### src/hdl/rnc_pkg.sv
// Shared types, codes and lookup functions for the Roman numeral converter.
// No dependencies; imported by roman_numeral_converter.
package rnc_pkg;

    // request kind, carried on the slave tuser bit
    localparam logic FUNC_ENCODE = 1'b0;
    localparam logic FUNC_DECODE = 1'b1;

    localparam logic [11:0] MAX_NUMBER = 12'd3999;

    typedef logic [7:0] t_char;
    typedef logic [1:0] t_sym;
    typedef logic [1:0] t_place;

    // symbol within one decimal place
    localparam t_sym SYM_ONE  = 2'd0;
    localparam t_sym SYM_FIVE = 2'd1;
    localparam t_sym SYM_TEN  = 2'd2;

    // decimal places, most significant first
    localparam t_place PLACE_THOUSANDS = 2'd0;
    localparam t_place PLACE_HUNDREDS  = 2'd1;
    localparam t_place PLACE_TENS      = 2'd2;
    localparam t_place PLACE_UNITS     = 2'd3;

    localparam t_char CH_NONE = 8'h00;
    localparam t_char CH_I    = 8'h49;
    localparam t_char CH_V    = 8'h56;
    localparam t_char CH_X    = 8'h58;
    localparam t_char CH_L    = 8'h4C;
    localparam t_char CH_C    = 8'h43;
    localparam t_char CH_D    = 8'h44;
    localparam t_char CH_M    = 8'h4D;

    typedef struct packed {
        logic [9:0] value;
        logic [2:0] rank;
    } t_letter_info;

    typedef struct packed {
        t_char       letter;
        logic        last;
        logic [15:0] value;
        logic        is_decoded;
        logic        range_error;
    } t_result;

    function automatic t_letter_info letter_info(input t_char c);
        t_letter_info li;
        unique case (c)
            CH_I:    li = '{value: 10'd1,    rank: 3'd1};
            CH_V:    li = '{value: 10'd5,    rank: 3'd2};
            CH_X:    li = '{value: 10'd10,   rank: 3'd3};
            CH_L:    li = '{value: 10'd50,   rank: 3'd4};
            CH_C:    li = '{value: 10'd100,  rank: 3'd5};
            CH_D:    li = '{value: 10'd500,  rank: 3'd6};
            CH_M:    li = '{value: 10'd1000, rank: 3'd7};
            default: li = '{value: 10'd0,    rank: 3'd0};
        endcase
        return li;
    endfunction

    // number of letters one decimal digit takes
    function automatic logic [2:0] digit_len(input logic [3:0] d);
        logic [2:0] n;
        unique case (d)
            4'd1, 4'd5:       n = 3'd1;
            4'd2, 4'd4, 4'd6,
            4'd9:             n = 3'd2;
            4'd3, 4'd7:       n = 3'd3;
            4'd8:             n = 3'd4;
            default:          n = 3'd0;
        endcase
        return n;
    endfunction

    // symbol at position pos of the pattern for digit d
    function automatic t_sym digit_sym(input logic [3:0] d, input logic [1:0] pos);
        t_sym s;
        s = SYM_ONE;
        if (d == 4'd4) begin
            s = (pos == 2'd0) ? SYM_ONE : SYM_FIVE;
        end else if (d == 4'd9) begin
            s = (pos == 2'd0) ? SYM_ONE : SYM_TEN;
        end else if (d >= 4'd5) begin
            s = (pos == 2'd0) ? SYM_FIVE : SYM_ONE;
        end
        return s;
    endfunction

    function automatic t_char sym_char(input t_place place, input t_sym s);
        t_char c;
        c = CH_NONE;
        unique case (place)
            PLACE_THOUSANDS: c = CH_M;
            PLACE_HUNDREDS:  c = (s == SYM_ONE) ? CH_C : ((s == SYM_FIVE) ? CH_D : CH_M);
            PLACE_TENS:      c = (s == SYM_ONE) ? CH_X : ((s == SYM_FIVE) ? CH_L : CH_C);
            PLACE_UNITS:     c = (s == SYM_ONE) ? CH_I : ((s == SYM_FIVE) ? CH_V : CH_X);
            default:         c = CH_NONE;
        endcase
        return c;
    endfunction

    // 32-bit signed add of a small signed delta, saturating at the limits
    function automatic logic [31:0] sat_add(input logic [31:0] a, input logic [10:0] d);
        logic [32:0] ext;
        logic [31:0] r;
        ext = {a[31], a} + {{22{d[10]}}, d};
        if (ext[32] != ext[31]) begin
            r = ext[32] ? 32'h8000_0000 : 32'h7FFF_FFFF;
        end else begin
            r = ext[31:0];
        end
        return r;
    endfunction

endpackage

### src/hdl/roman_numeral_converter.sv
// Two-way Roman numeral converter: number to ASCII letters and letters to number.
// Depends on rnc_pkg.
//
// Encode requests (tuser 0) carry a number in tdata[11:0] and come out as one ASCII
// letter per output beat, thousands first, with tlast on the final letter; zero and
// numbers above 3999 give a single empty beat (range error flagged for the latter).
// Decode requests (tuser 1) carry one letter in tdata[19:12], tlast on the final one;
// only the final letter gives a beat, holding the clamped sum in tdata[23:8].
// The block takes one request per cycle unless the emitter or the output stalls it.
// A result passes through the input, digit, emitter and output registers. An encode
// request holds the emitter until its last letter (up to 15) is sent, which sets the
// rate for long numerals; decode and single-beat requests flow at one per cycle.
module roman_numeral_converter
    import rnc_pkg::*;
(
    input  logic        i_clk,
    input  logic        i_rst_n,
    input  logic        i_s_axis_tvalid,
    output logic        o_s_axis_tready,
    input  logic [23:0] i_s_axis_tdata,  // [11:0] number, [19:12] letter, [23:20] zero
    input  logic        i_s_axis_tlast,  // letter_last
    input  logic        i_s_axis_tuser,  // [0] func
    output logic        o_m_axis_tvalid,
    input  logic        i_m_axis_tready,
    output logic [23:0] o_m_axis_tdata,  // [7:0] out_letter, [23:8] decoded_value
    output logic        o_m_axis_tlast,  // run_last
    output logic [1:0]  o_m_axis_tuser   // [0] is_decoded, [1] range_error
);

    // input stage
    logic        r_a_valid;
    logic        r_a_func;
    logic [11:0] r_a_number;
    t_char       r_a_letter;
    logic        r_a_last;

    // decode state
    logic [9:0]  r_held_value;
    logic [2:0]  r_held_rank;
    logic        r_held_valid;
    logic [31:0] r_sum;

    // digit stage
    logic        r_b_valid;
    logic        r_b_decode;
    logic        r_b_err;
    logic        r_b_zero;
    logic [1:0]  r_b_th;
    logic [3:0]  r_b_h;
    logic [9:0]  r_b_rem;
    logic [31:0] r_b_sum;
    logic [9:0]  r_b_val;

    // emitter stage
    logic        r_c_valid;
    logic        r_c_single;
    t_result     r_c_res;
    logic [3:0]  r_c_dig [4];
    t_place      r_c_idx;
    logic [1:0]  r_c_pos;

    // output register
    logic        r_o_valid;
    t_result     r_o_res;

    logic o_free, c_emit, c_done, c_free, b_free, a_free, a_adv;

    // ---------------- input stage logic ----------------
    t_letter_info a_li;
    logic [10:0]  a_delta;
    logic [31:0]  a_sum1;
    logic         a_err;
    logic [1:0]   a_th;
    logic [11:0]  a_thv;
    logic [9:0]   a_rem;
    logic [15:0]  a_hprod;
    logic         a_to_b;

    always_comb begin
        a_li    = letter_info(r_a_letter);
        a_delta = (r_held_rank < a_li.rank) ? (11'd0 - {1'b0, r_held_value})
                                            : {1'b0, r_held_value};
        a_sum1  = r_held_valid ? sat_add(r_sum, a_delta) : r_sum;
        a_err   = r_a_number > MAX_NUMBER;
        if (r_a_number >= 12'd3000) begin
            a_th = 2'd3;
        end else if (r_a_number >= 12'd2000) begin
            a_th = 2'd2;
        end else if (r_a_number >= 12'd1000) begin
            a_th = 2'd1;
        end else begin
            a_th = 2'd0;
        end
        a_thv   = 12'(a_th * 12'd1000);
        a_rem   = 10'(r_a_number - a_thv);
        // rem / 100 for rem < 1000
        a_hprod = 16'(a_rem * 16'd41);
        a_to_b  = (r_a_func == FUNC_ENCODE) || r_a_last;
    end

    // ---------------- digit stage logic ----------------
    logic [9:0]  b_hx;
    logic [6:0]  b_r2;
    logic [14:0] b_tprod;
    logic [3:0]  b_t;
    logic [3:0]  b_u;
    logic [31:0] b_sum2;
    logic [15:0] b_dv;
    logic [3:0]  b_dig [4];
    t_place      b_first;
    logic        b_single;

    always_comb begin
        b_hx    = 10'(r_b_h * 10'd100);
        b_r2    = 7'(r_b_rem - b_hx);
        b_tprod = 15'(b_r2 * 15'd205);
        b_t     = b_tprod[14:11];
        b_u     = 4'(b_r2 - 7'(b_t * 7'd10));
        b_sum2  = sat_add(r_b_sum, {1'b0, r_b_val});
        if (b_sum2[31]) begin
            b_dv = 16'd0;
        end else if (|b_sum2[30:16]) begin
            b_dv = 16'hFFFF;
        end else begin
            b_dv = b_sum2[15:0];
        end
        b_dig[PLACE_THOUSANDS] = {2'b00, r_b_th};
        b_dig[PLACE_HUNDREDS]  = r_b_h;
        b_dig[PLACE_TENS]      = b_t;
        b_dig[PLACE_UNITS]     = b_u;
        b_first = PLACE_UNITS;
        for (int i = 3; i >= 0; i--) begin
            if (b_dig[i] != 4'd0) begin
                b_first = t_place'(i);
            end
        end
        b_single = r_b_decode || r_b_err || r_b_zero;
    end

    // ---------------- emitter logic ----------------
    logic [3:0]  c_d;
    t_sym        c_sym;
    logic        c_digit_end;
    logic        c_has_next;
    t_place      c_next;
    logic        c_last;
    t_result     c_res;

    always_comb begin
        c_d         = r_c_dig[r_c_idx];
        c_sym       = digit_sym(c_d, r_c_pos);
        c_digit_end = ({1'b0, r_c_pos} + 3'd1) == digit_len(c_d);
        c_has_next  = 1'b0;
        c_next      = r_c_idx;
        // lowest later place with a nonzero digit
        for (int i = 3; i >= 0; i--) begin
            if ((r_c_dig[i] != 4'd0) && (3'(i) > {1'b0, r_c_idx})) begin
                c_has_next = 1'b1;
                c_next     = t_place'(i);
            end
        end
        c_last = r_c_single || (c_digit_end && !c_has_next);
        if (r_c_single) begin
            c_res = r_c_res;
        end else begin
            c_res = '{letter: sym_char(r_c_idx, c_sym), last: c_last, value: 16'd0,
                      is_decoded: 1'b0, range_error: 1'b0};
        end
    end

    // ---------------- flow control ----------------
    assign o_free = !r_o_valid || i_m_axis_tready;
    assign c_emit = r_c_valid && o_free;
    assign c_done = c_emit && c_last;
    assign c_free = !r_c_valid || c_done;
    assign b_free = !r_b_valid || c_free;
    assign a_free = !r_a_valid || b_free;
    assign a_adv  = r_a_valid && b_free;

    assign o_s_axis_tready = a_free;

    always_ff @(posedge i_clk) begin
        if (!i_rst_n) begin
            r_a_valid    <= 1'b0;
            r_b_valid    <= 1'b0;
            r_c_valid    <= 1'b0;
            r_o_valid    <= 1'b0;
            r_held_value <= '0;
            r_held_rank  <= '0;
            r_held_valid <= 1'b0;
            r_sum        <= '0;
        end else begin
            // input register
            if (a_free) begin
                r_a_valid <= i_s_axis_tvalid;
            end

            // decode state advances as the request leaves the input register
            if (a_adv && (r_a_func == FUNC_DECODE)) begin
                if (r_a_last) begin
                    r_held_value <= '0;
                    r_held_rank  <= '0;
                    r_held_valid <= 1'b0;
                    r_sum        <= '0;
                end else begin
                    r_held_value <= a_li.value;
                    r_held_rank  <= a_li.rank;
                    r_held_valid <= 1'b1;
                    r_sum        <= a_sum1;
                end
            end

            // non-final letters produce nothing, so drop them here
            if (b_free) begin
                r_b_valid <= a_adv && a_to_b;
            end

            if (c_free) begin
                r_c_valid <= r_b_valid;
            end else if (c_emit && !c_last) begin
                r_c_valid <= 1'b1;
            end

            if (o_free) begin
                r_o_valid <= c_emit;
            end
        end
    end

    // payload registers
    always_ff @(posedge i_clk) begin
        if (i_s_axis_tvalid && a_free) begin
            r_a_func   <= i_s_axis_tuser;
            r_a_number <= i_s_axis_tdata[11:0];
            r_a_letter <= i_s_axis_tdata[19:12];
            r_a_last   <= i_s_axis_tlast;
        end

        if (a_adv) begin
            r_b_decode <= r_a_func == FUNC_DECODE;
            r_b_err    <= a_err;
            r_b_zero   <= r_a_number == 12'd0;
            r_b_th     <= a_th;
            r_b_h      <= a_hprod[15:12];
            r_b_rem    <= a_rem;
            r_b_sum    <= a_sum1;
            r_b_val    <= a_li.value;
        end

        if (r_b_valid && c_free) begin
            r_c_single <= b_single;
            r_c_res    <= '{letter: CH_NONE, last: 1'b1,
                            value: r_b_decode ? b_dv : 16'd0,
                            is_decoded: r_b_decode,
                            range_error: !r_b_decode && r_b_err};
            for (int i = 0; i < 4; i++) begin
                r_c_dig[i] <= b_dig[i];
            end
            r_c_idx <= b_first;
            r_c_pos <= 2'd0;
        end else if (c_emit && !c_last) begin
            // advance within the digit or hop to the next nonzero place
            if (c_digit_end) begin
                r_c_idx <= c_next;
                r_c_pos <= 2'd0;
            end else begin
                r_c_pos <= r_c_pos + 2'd1;
            end
        end

        if (c_emit) begin
            r_o_res <= c_res;
        end
    end

    assign o_m_axis_tvalid = r_o_valid;
    assign o_m_axis_tdata  = {r_o_res.value, r_o_res.letter};
    assign o_m_axis_tlast  = r_o_res.last;
    assign o_m_axis_tuser  = {r_o_res.range_error, r_o_res.is_decoded};

`ifndef SYNTHESIS
    // the emitter never points at a place that has no letters
    a_emit_digit_nonzero: assert property (@(posedge i_clk) disable iff (!i_rst_n)
        (r_c_valid && !r_c_single) |-> (c_d != 4'd0))
        else $error("emitter points at an empty digit");

    // with no held letter the decode state is back at reset
    a_decode_idle_clear: assert property (@(posedge i_clk) disable iff (!i_rst_n)
        !r_held_valid |-> ((r_held_rank == 3'd0) && (r_sum == 32'd0)))
        else $error("decode state not cleared");

    // decoded and out-of-range beats carry no letter and close the run
    a_empty_beat: assert property (@(posedge i_clk) disable iff (!i_rst_n)
        (r_o_valid && (r_o_res.is_decoded || r_o_res.range_error))
            |-> ((r_o_res.letter == CH_NONE) && r_o_res.last))
        else $error("empty beat carries a letter or is not last");

    // a finished run releases the emitter when no request waits in the digit stage
    a_emit_release: assert property (@(posedge i_clk) disable iff (!i_rst_n)
        (c_done && !r_b_valid) |=> !r_c_valid)
        else $error("emitter did not release after last letter");
`endif

endmodule
### config.mk
export PLATFORM = sky130hd
export DESIGN_NAME = roman_numeral_converter
export DESIGN_NICKNAME = d
export VERILOG_FILES = /design/src/hdl/rnc_pkg.sv /design/src/hdl/roman_numeral_converter.sv
export SDC_FILE = /design/constraint.sdc
export NUM_CORES = 1
export LEC_CHECK = 0
export ABC_AREA = 1
export BUFFER_PORTS_ARGS = -buffer_cell sky130_fd_sc_hd__buf_2
export CORE_ASPECT_RATIO = 2
export CORE_MARGIN = 2
export CORE_UTILIZATION = 59
export CTS_BUF_LIST = sky130_fd_sc_hd__clkbuf_4 sky130_fd_sc_hd__clkbuf_8
export DETAILED_ROUTE_END_ITERATION = 10
export GPL_ROUTABILITY_DRIVEN = 0
export PLACE_DENSITY = 0.76
export SLEW_MARGIN = 20
export SYNTH_ARGS = -nofsm -noshare
export SYNTH_HDL_FRONTEND = slang
export SYNTH_SLANG_ARGS = --single-unit
### constraint.sdc
create_clock -name i_clk -period 12.3 [get_ports i_clk]
set_input_delay 2.46 -clock i_clk [delete_from_list [all_inputs] [get_ports i_clk]]
set_output_delay 2.46 -clock i_clk [all_outputs]
set_load 0.01 [all_outputs]
==> results of run 1 <==
## metrics by stage
step                power (W)  util, %
finish                0.00336     63.8
detailed placement    0.00299     62.0
floorplan             0.00252        -
CTS                   0.00341     63.8
global route          0.00378     63.8
global placement      0.00290     62.0
## kinds of logic after synthesis
| kind of cell | Yosys count | synth area share [%] |
|---|---|---|
| xor+xnor | 85 | 5.73 |
| compound gates | 189 | 8.61 |
| buf+inv | 291 | 8.97 |
| fa+ha+maj | 119 | 12.4 |
| flops | 191 | 40.1 |
| simple gates | 725 | 24.1 |
| other cells | 1 | 0.0289 |
## power by group through the flow
stage | combinational (W) | sequential, W | clock, W
global placement | 0.00200 | 0.000904 | 0
floorplan | 0.00163 | 0.000896 | 0
global route | 0.00244 | 0.000896 | 0.000438
detailed placement | 0.00209 | 0.000906 | 0
finish | 0.00206 | 0.000890 | 0.000408
CTS | 0.00210 | 0.000891 | 0.000414
## worst max-delay path: cells and delay by family (launching register included)
| family | cells | cell delay [ps] |
|---|---|---|
| DFF | 1 | 450 |
| AOI/OAI and AO/OA | 7 | 1980 |
| and+or+nand+nor | 17 | 2580 |
| buffers and inverters | 4 | 500 |
| adders and majority gates | 2 | 740 |
## registers in the layout, summed over array words and instances (netlist names), 4 cells and up, named ones only
signal,cells
r_c_res,18
r_held_value,9
r_b_rem,7
r_b_val,9
r_c_dig,14
r_b_sum,32
r_b_h,4
o_m_axis_tdata,22
r_sum,32
r_a_number,12
r_a_letter,8
## cells in the mapped netlist (all sizes together), types with 2 or more instances
cell	n	area share (%)
and2	4	0.19
dfxtp	52	8.0
nand2	464	14
nor3	19	0.73
xnor2	25	1.7
o211ai	2	0.12
xor2	60	4.0
a21o	3	0.17
a31oi	7	0.43
o21bai	3	0.17
o41ai	20	1.3
o21ai	39	1.5
or3	2	0.096
a211oi	4	0.23
nor4	2	0.096
nand4	32	1.6
or2	10	0.48
o221ai	3	0.20
clkbuf	25	0.72
nand3	65	3.0
edfxtp	139	32
nand3b	5	0.29
inv	241	7.0
fa	16	2.5
buf	24	1.3
a21oi	100	3.9
nor2	121	3.8
ha	103	9.9
a21boi	2	0.12
## final cells by class
| cell class | count | area, um2 |
|---|---|---|
| fill | 1859 | 7810 |
| multi-input combinational | 1120 | 6620 |
| sequential | 191 | 5220 |
| inverter | 242 | 908 |
| tap | 273 | 342 |
| timing repair buffer | 56 | 290 |
| clock buffer | 20 | 263 |
| clock inverter | 12 | 128 |
| antenna | 1 | 2.50 |
## metal layers
layer	track usage [%]	vias to the layer above
li1	-	5277
met1	25.4	4880
met2	53.6	254
met3	4.10	112
met4	17.1	0
met5	0	-
## worst max-delay path by stage
stage,startpoint,to,slack (ps),cells past startpoint
2_1_floorplan,i_m_axis_tready,o_s_axis_tready,6810,6
3_3_place_gp,r_a_letter[3],r_sum[9],6050,30
3_5_place_dp,r_a_letter[3],r_sum[11],6040,30
4_1_cts,r_a_letter[3],r_sum[11],6000,30
5_1_grt,r_a_letter[1],r_sum[23],5470,30
6_report,r_a_letter[3],r_sum[14],5950,30
==> reports/results.txt, run 1 <==
The run finished with clean final reports. The count of buffers from port buffering was 52. Setup repair after global routing left no endpoint under its margin. The fraction of power spent switching nets was 43.1%; the number of clock sinks was 191. The first global-routing pass estimated 49.5 mm of wire. Across the VDD grid, the largest voltage drop is 0.000732 V.

TritonCTS built the clock tree. For this design the static power due to leakage is 6.42 nW. Dividing the detail-routed via count by the number of cells gives 5.50. Prior to clock tree synthesis, the placed netlist has a worst setup slack of 6040 ps. The run gives 0 as the count of synthesis-stage warnings from yosys. Reg-to-reg critical path endpoint: r_sum[14]. In this run, synthesis produced a sequential element count of 191.

The run gives 10.0 mm as the met1 wire length. Signal routing reaches up to met4. The library cell used most frequently in the layout, excluding fill and tap cells, is sky130_fd_sc_hd__nand2_1. Derived from the worst setup path, the maximum achievable clock frequency is 157 MHz.

In the routed design, unresolved DRC markers number 0. The die is 214 um tall. Counting flops with an async set or reset pin after synthesis yields a share of 0%. Number of distinct library cells after synthesis: 53. After synthesis, flip-flops and latches occupy 40.1% of the total area. In this run, the clock network consumes 12.1% of the power. The synthesized netlist occupies a cell area of 0.0130 mm2.

For the number of hold violations in the final report, the log shows 0. STA classifies the critical path endpoint as a flip-flop. The synthesized design contains 139 enable-type register cells. After detailed routing, the average wire length per cell comes to 15.4 um.

The via count of the first global-routing pass was 10677. Of all nets on the critical path, the largest fanout is 31. The instance count along the most critical hold path was 2; the final clock period utilization by the worst path was 51.6%. The max-slew violation count was 0; the critical path's largest stage delay was 620 ps. Between clock sinks in the finished design, the worst skew comes to 17.8 ps. The run gives 490 ps as the clock latency on the worst-skew pair. The count of hold-fix buffers inserted at cts came out at 0. Of the total power, combinational logic draws 61.4%. Clock-pin slew was measured on the worst setup and hold paths at 90 ps. The H-tree generated during clock tree synthesis spans 4 levels.

The worst register-to-register path has a depth of 30. At the pin with the least slew margin, the transition time is 1070 ps. The startpoint identified for the worst register-to-register timing path is r_a_letter[3].

The most numerous cell type found on the critical path is sky130_fd_sc_hd__nand2_1. The run gives 6 as the iteration count of the initial detailed-routing pass. The synthesized area per cell is 8.12 um2. From synthesis to final layout, the design area changed by 5.99%. The arrival time at the worst endpoint is 6760 ps, and the initial core utilization is 60.2%. Summed over all nets, the half-perimeter wirelength after detailed placement is 23.1 mm. The logs give 26.5% for the fraction of power consumed by sequential logic and 28.2% for the worst slew margin relative to its limit. For the number of cells upsized or downsized after cts, the log shows 0.

The run gives 1915 as the filler-free cell count of the finished design. In this run, CTS created clock tree buffers numbering 17. The net count of the finished layout is 1777. For this block, the initial DRC count from the detailed router was 576. The met3 wirelength from detailed routing came out at 825 um. The endpoint with the worst hold slack is r_held_value[9]. The max capacitance violation total was 0.

The final period demand of the worst path is 6350 ps, and the critical path required time is 12710 ps. The most used flip-flop cell after synthesis is sky130_fd_sc_hd__edfxtp_1. The logs give 59 for the number of top-level pins and 0.0138 mm2 for the final standard cell area without fillers. In this run the worst hold path is classified as reg2reg. Root cell of the clock tree: sky130_fd_sc_hd__clkbuf_8. In the layout the commonest cells are 446 x sky130_fd_sc_hd__nand2_1, 236 x sky130_fd_sc_hd__inv_1, 139 x sky130_fd_sc_hd__edfxtp_1. The tools report the number of placed instances with taps included as 1882. The total of endpoints with negative setup slack in the final report was 0; the all-layer global routing usage was 27.4%.

The tools report the startpoint of the worst hold path as r_held_value[9]. Of the cells placed in the final design, the portion with a size suffix greater than 1 is 9.08%. Wires add up to 29.4 mm. Largest net degree at the start of global routing: 59. Area of the die: 0.0233 mm2. The worst setup path is launched from a flip-flop. The number of antenna violations at the first check in global routing is 1.

The worst setup path is of the reg2reg kind. In the final timing run, aggregate negative setup slack is 0 ps. Counting every instance in the synthesized netlist gives 1601.

The power density over the cells was 244 mW/mm2. The detail route stage leaves a number of antenna-violating nets equal to 0. Final hold analysis gives a worst-case slack of 469 ps. In this run the cell area measured after placement is 0.0134 mm2.

Detailed routing placed a total of 16.7 mm of wire on met2. In the post-route analysis, the smallest setup slack over all paths is 5950 ps. The critical-path cell with the highest stage delay is sky130_fd_sc_hd__o21ai_0. The total overflow left after global routing is 0. The switching component of the power was 0.00145 W. In this run the register-to-register setup slack is 5950 ps. The total area inside the core boundary comes to 0.0216 mm2. The number of setup buffers added after CTS is 0. The run gives 10523 as the via count of the routed design. Internal power comes to 0.00191 W. The logs give 2 for the maximum buffer depth of the clock tree and 76 for the site row count. From left edge to right edge, the die measures 109 um.
Note: power is estimated with default switching activity, not from simulation.
==> run 2, diff against run 1 <==
--- a/config.mk
+++ b/config.mk
@@ -9,11 +9,11 @@
 export BUFFER_PORTS_ARGS = -buffer_cell sky130_fd_sc_hd__buf_2
 export CORE_ASPECT_RATIO = 2
 export CORE_MARGIN = 2
-export CORE_UTILIZATION = 59
+export CORE_UTILIZATION = 58
 export CTS_BUF_LIST = sky130_fd_sc_hd__clkbuf_4 sky130_fd_sc_hd__clkbuf_8
 export DETAILED_ROUTE_END_ITERATION = 10
 export GPL_ROUTABILITY_DRIVEN = 0
-export PLACE_DENSITY = 0.76
+export PLACE_DENSITY = 0.78
 export SLEW_MARGIN = 20
 export SYNTH_ARGS = -nofsm -noshare
 export SYNTH_HDL_FRONTEND = slang
==> constraint.sdc (replaced) <==
create_clock -name i_clk -period 5.4 [get_ports i_clk]
set_input_delay 1.08 -clock i_clk [delete_from_list [all_inputs] [get_ports i_clk]]
set_output_delay 1.08 -clock i_clk [all_outputs]
set_load 0.01 [all_outputs]
==> reports/results.txt, run 2 (synthesis results as in run 1) <==
Horizontal die dimension: 110 um (+0.83%). The number of remaining DRC errors was 0 (unchanged); the worst setup skew after layout was 17.2 ps (-0.606 ps). The site row count is 77 (+1.3%).

The run gives 0 (-1) as the number of antenna violations at the first check in global routing. In the layout the commonest cells are 441 x sky130_fd_sc_hd__nand2_1, 232 x sky130_fd_sc_hd__inv_1, 139 x sky130_fd_sc_hd__edfxtp_1. The vertical die dimension was 216 um (+0.84%). Max-slew violation count: 0 (unchanged). The final clock period utilization by the worst path came out at 104% (+52 points). The power density over the cells came out at 659 mW/mm2 (+170%). The logs give 28.2% (about the same) for the worst slew margin relative to its limit and -210 ps (-6170 ps) for the reg-to-reg setup timing slack. The logs give 1950 (+1.8%) for the filler-free cell count of the finished design and 191 (unchanged) for the number of clock sinks.

The worst setup path is launched from a flip-flop. The upper clock frequency limit is 178 MHz (+13%), and the wire length of the first global-routing pass is 49.5 mm (+0.17%). The via count of the first global-routing pass is 11066 (+3.6%).

Transition time at the pin with the least slew margin: 1070 ps (-0.294 ps). Commonest non-fill, non-tap cell in the layout: sky130_fd_sc_hd__nand2_1. The area of the die is 0.0237 mm2 (+1.7%), and the clock-pin transition on the worst setup and hold timing paths is 120 ps (+30 ps). For the all-layer global routing usage, the log shows 26.8% (-0.56 points).

The logs give 0 (-1) for the count of antenna diodes in the layout and 0.00943 W (+180%) for the final total power. The final reports fail on setup timing. Setup repair after global routing could not meet its margin everywhere.

The final worst-path setup slack was -215 ps (-6170 ps). The number of nets in the final layout was 1810 (+1.9%). The tools report the number of hold violations in the final report as 0 (unchanged). The logs give 59 (unchanged) for the number of top-level pins and 0 (unchanged) for the sum of overflow across all layers after global routing. In this run the worst hold path is classified as reg2reg. The final hold slack was 439 ps (-29.5 ps); the routed length per instance was 16.0 um (+4.1%). The maximum fanout encountered on the critical timing path was 3 (-90%). The tools report the clock latency on the worst-skew pair as 500 ps (about the same). The flow ran to the end, but the final reports show violations. Total number of H-tree levels: 4 (unchanged). The tree is rooted in a sky130_fd_sc_hd__clkbuf_8. The count of buffers from port buffering is 52 (unchanged), and the arrival time at the worst endpoint is 5880 ps (-880 ps).

The number of violations reported at the end of detailed-routing iteration 0 is 605 (+5.0%), and the sum of routed wire length over all layers is 31.2 mm (+6.0%). The iteration count of the initial detailed-routing pass came out at 6 (unchanged). The critical path starts at r_b_h[0].

The total half-perimeter wirelength after legalization and detailed placement is 23.4 mm (+1.5%). The number of fill cells was 1775 (-4.5%); the fraction of final layout cells sized beyond drive strength 1 was 13.4% (+4.4 points). The CTS buffer count is 17 (unchanged), and the growth of design area from synthesis to finish is 10.1%.

The core region area was 0.0221 mm2 (+2.2%); the critical path required time was 5660 ps (-7050 ps). The vias per cell is 5.59 (+1.8%), and the logic depth of the worst register-to-register path is 27 (-10%). The startpoint identified for the worst register-to-register timing path is r_b_h[0]. The worst register-to-register path ends at r_c_dig[3][3]. Via count of the routed design: 10907 (+3.6%). For the largest voltage drop on the vdd net, the log shows 0.00208 V (+180%).

The critical path is of the reg2reg type. The share of the core filled with cells is 64.8% (+1.0 points). The most critical setup path has its endpoint at r_c_dig[3][3]. The final period demand of the worst path is 5610 ps (-735 ps). The number of antenna-violating nets in the routed design came out at 0 (unchanged). Initial core utilization: 58.9% (-1.3 points). The element type at the critical path end was a flip-flop. The largest net degree at the start of global routing is 58 (-1.7%), and the number of placed instances with taps included is 1909 (+1.4%).

TritonCTS built the clock tree. The tools report the leakage power as 6.63 nW (+3.2%). The total of endpoints with negative setup slack in the final report is 1 (+1), and the maximum buffer depth of the clock tree is 2 (unchanged). Max capacitance violation total: 0 (unchanged).
==> run 2: cell count changes in the layout (fill, tap and decap cells not counted), moves of 6 or more <==
cell,change
sky130_fd_sc_hd__buf_4,+30
sky130_fd_sc_hd__ha_1,-7
sky130_fd_sc_hd__nor2_1,-6
sky130_fd_sc_hd__nor2_2,+6
==> run 2: repair_timing <==
| item | CTS | global route |
|---|---|---|
| cloned | 0 | 1 |
| hold endpoints to repair | 0 | 0 |
| setup endpoints to repair | 3 | 70 |
| resized for setup | 10 | 45 |
| pin swaps | 5 | 23 |
| hold buffers | 0 | 0 |
| setup buffers | 2 | 6 |
==> run 2: layout make-up <==
cell class / count / area, um2 / area share (%)
inverter: 242 / 911 / 6.37
sequential: 191 / 5220 / 36.5
multi-input combinational: 1120 / 6850 / 47.9
timing repair buffer: 89 / 572 / 4.00
clock inverter: 15 / 173 / 1.21
tap: 276 / 345 / 2.41
clock buffer: 17 / 234 / 1.64
==> run 2: worst min path at each step <==
| stage | startpoint | end | slack, ps | depth (start not counted) |
|---|---|---|---|---|
| floorplan | r_b_h[1] | r_c_dig[1][1] | 430 | 0 |
| global placement | r_b_h[1] | r_c_dig[1][1] | 430 | 0 |
| detailed placement | r_b_h[1] | r_c_dig[1][1] | 430 | 0 |
| CTS | r_b_h[1] | r_c_dig[1][1] | 440 | 0 |
| global route | r_b_h[1] | r_c_dig[1][1] | 440 | 0 |
| finish | r_b_h[1] | r_c_dig[1][1] | 440 | 0 |
==> run 2: power breakdown <==
part / internal [W] / switching [W] / leakage (nW)
logic: 0.00304 / 0.00343 / 4.67
clock network: 0.000353 / 0.000590 / 0.202
registers: 0.00196 / 0.0000590 / 1.76
total: 0.00535 / 0.00408 / 6.63
==> run 2: per-stage QoR <==
step	TNS, ps	setup WS [ps]	cell area [um2]
finish	-215	-215	14300
global route	-748	-400	14300
CTS	-28.9	-28.9	14100
detailed placement	-365	-324	13600
global placement	-167	-167	13600
floorplan	0	46.5	13000
==> run 2: routing by layer <==
| metal | up-vias | wire length, um | global-route usage [%] |
|---|---|---|---|
| met1 | 5044 | 10200 | 23.7 |
| met4 | 0 | 2540 | 20.4 |
| met5 | - | 0 | 0 |
| met2 | 374 | 17200 | 50.8 |
| li1 | 5338 | - | - |
| met3 | 151 | 1210 | 4.62 |
==> run 2: critical path, cell delays in order, from the launching register on <==
cell,delay [ps]
sky130_fd_sc_hd__edfxtp_1,500
sky130_fd_sc_hd__buf_4,180
sky130_fd_sc_hd__buf_6,110
sky130_fd_sc_hd__inv_4,50
sky130_fd_sc_hd__ha_4,200
sky130_fd_sc_hd__xnor2_2,160
sky130_fd_sc_hd__xor2_1,260
sky130_fd_sc_hd__xor2_1,240
sky130_fd_sc_hd__inv_1,120
sky130_fd_sc_hd__ha_4,290
sky130_fd_sc_hd__ha_4,190
sky130_fd_sc_hd__fa_1,480
sky130_fd_sc_hd__inv_1,50
sky130_fd_sc_hd__fa_1,470
sky130_fd_sc_hd__inv_1,40
sky130_fd_sc_hd__ha_1,260
sky130_fd_sc_hd__nand2_1,40
sky130_fd_sc_hd__nor2_1,100
sky130_fd_sc_hd__nor2_1,60
sky130_fd_sc_hd__o221ai_1,170
sky130_fd_sc_hd__buf_4,170
sky130_fd_sc_hd__xor2_2,180
sky130_fd_sc_hd__ha_2,210
sky130_fd_sc_hd__inv_2,40
sky130_fd_sc_hd__fa_2,380
sky130_fd_sc_hd__xnor2_2,210
sky130_fd_sc_hd__xor2_1,180
sky130_fd_sc_hd__inv_1,50
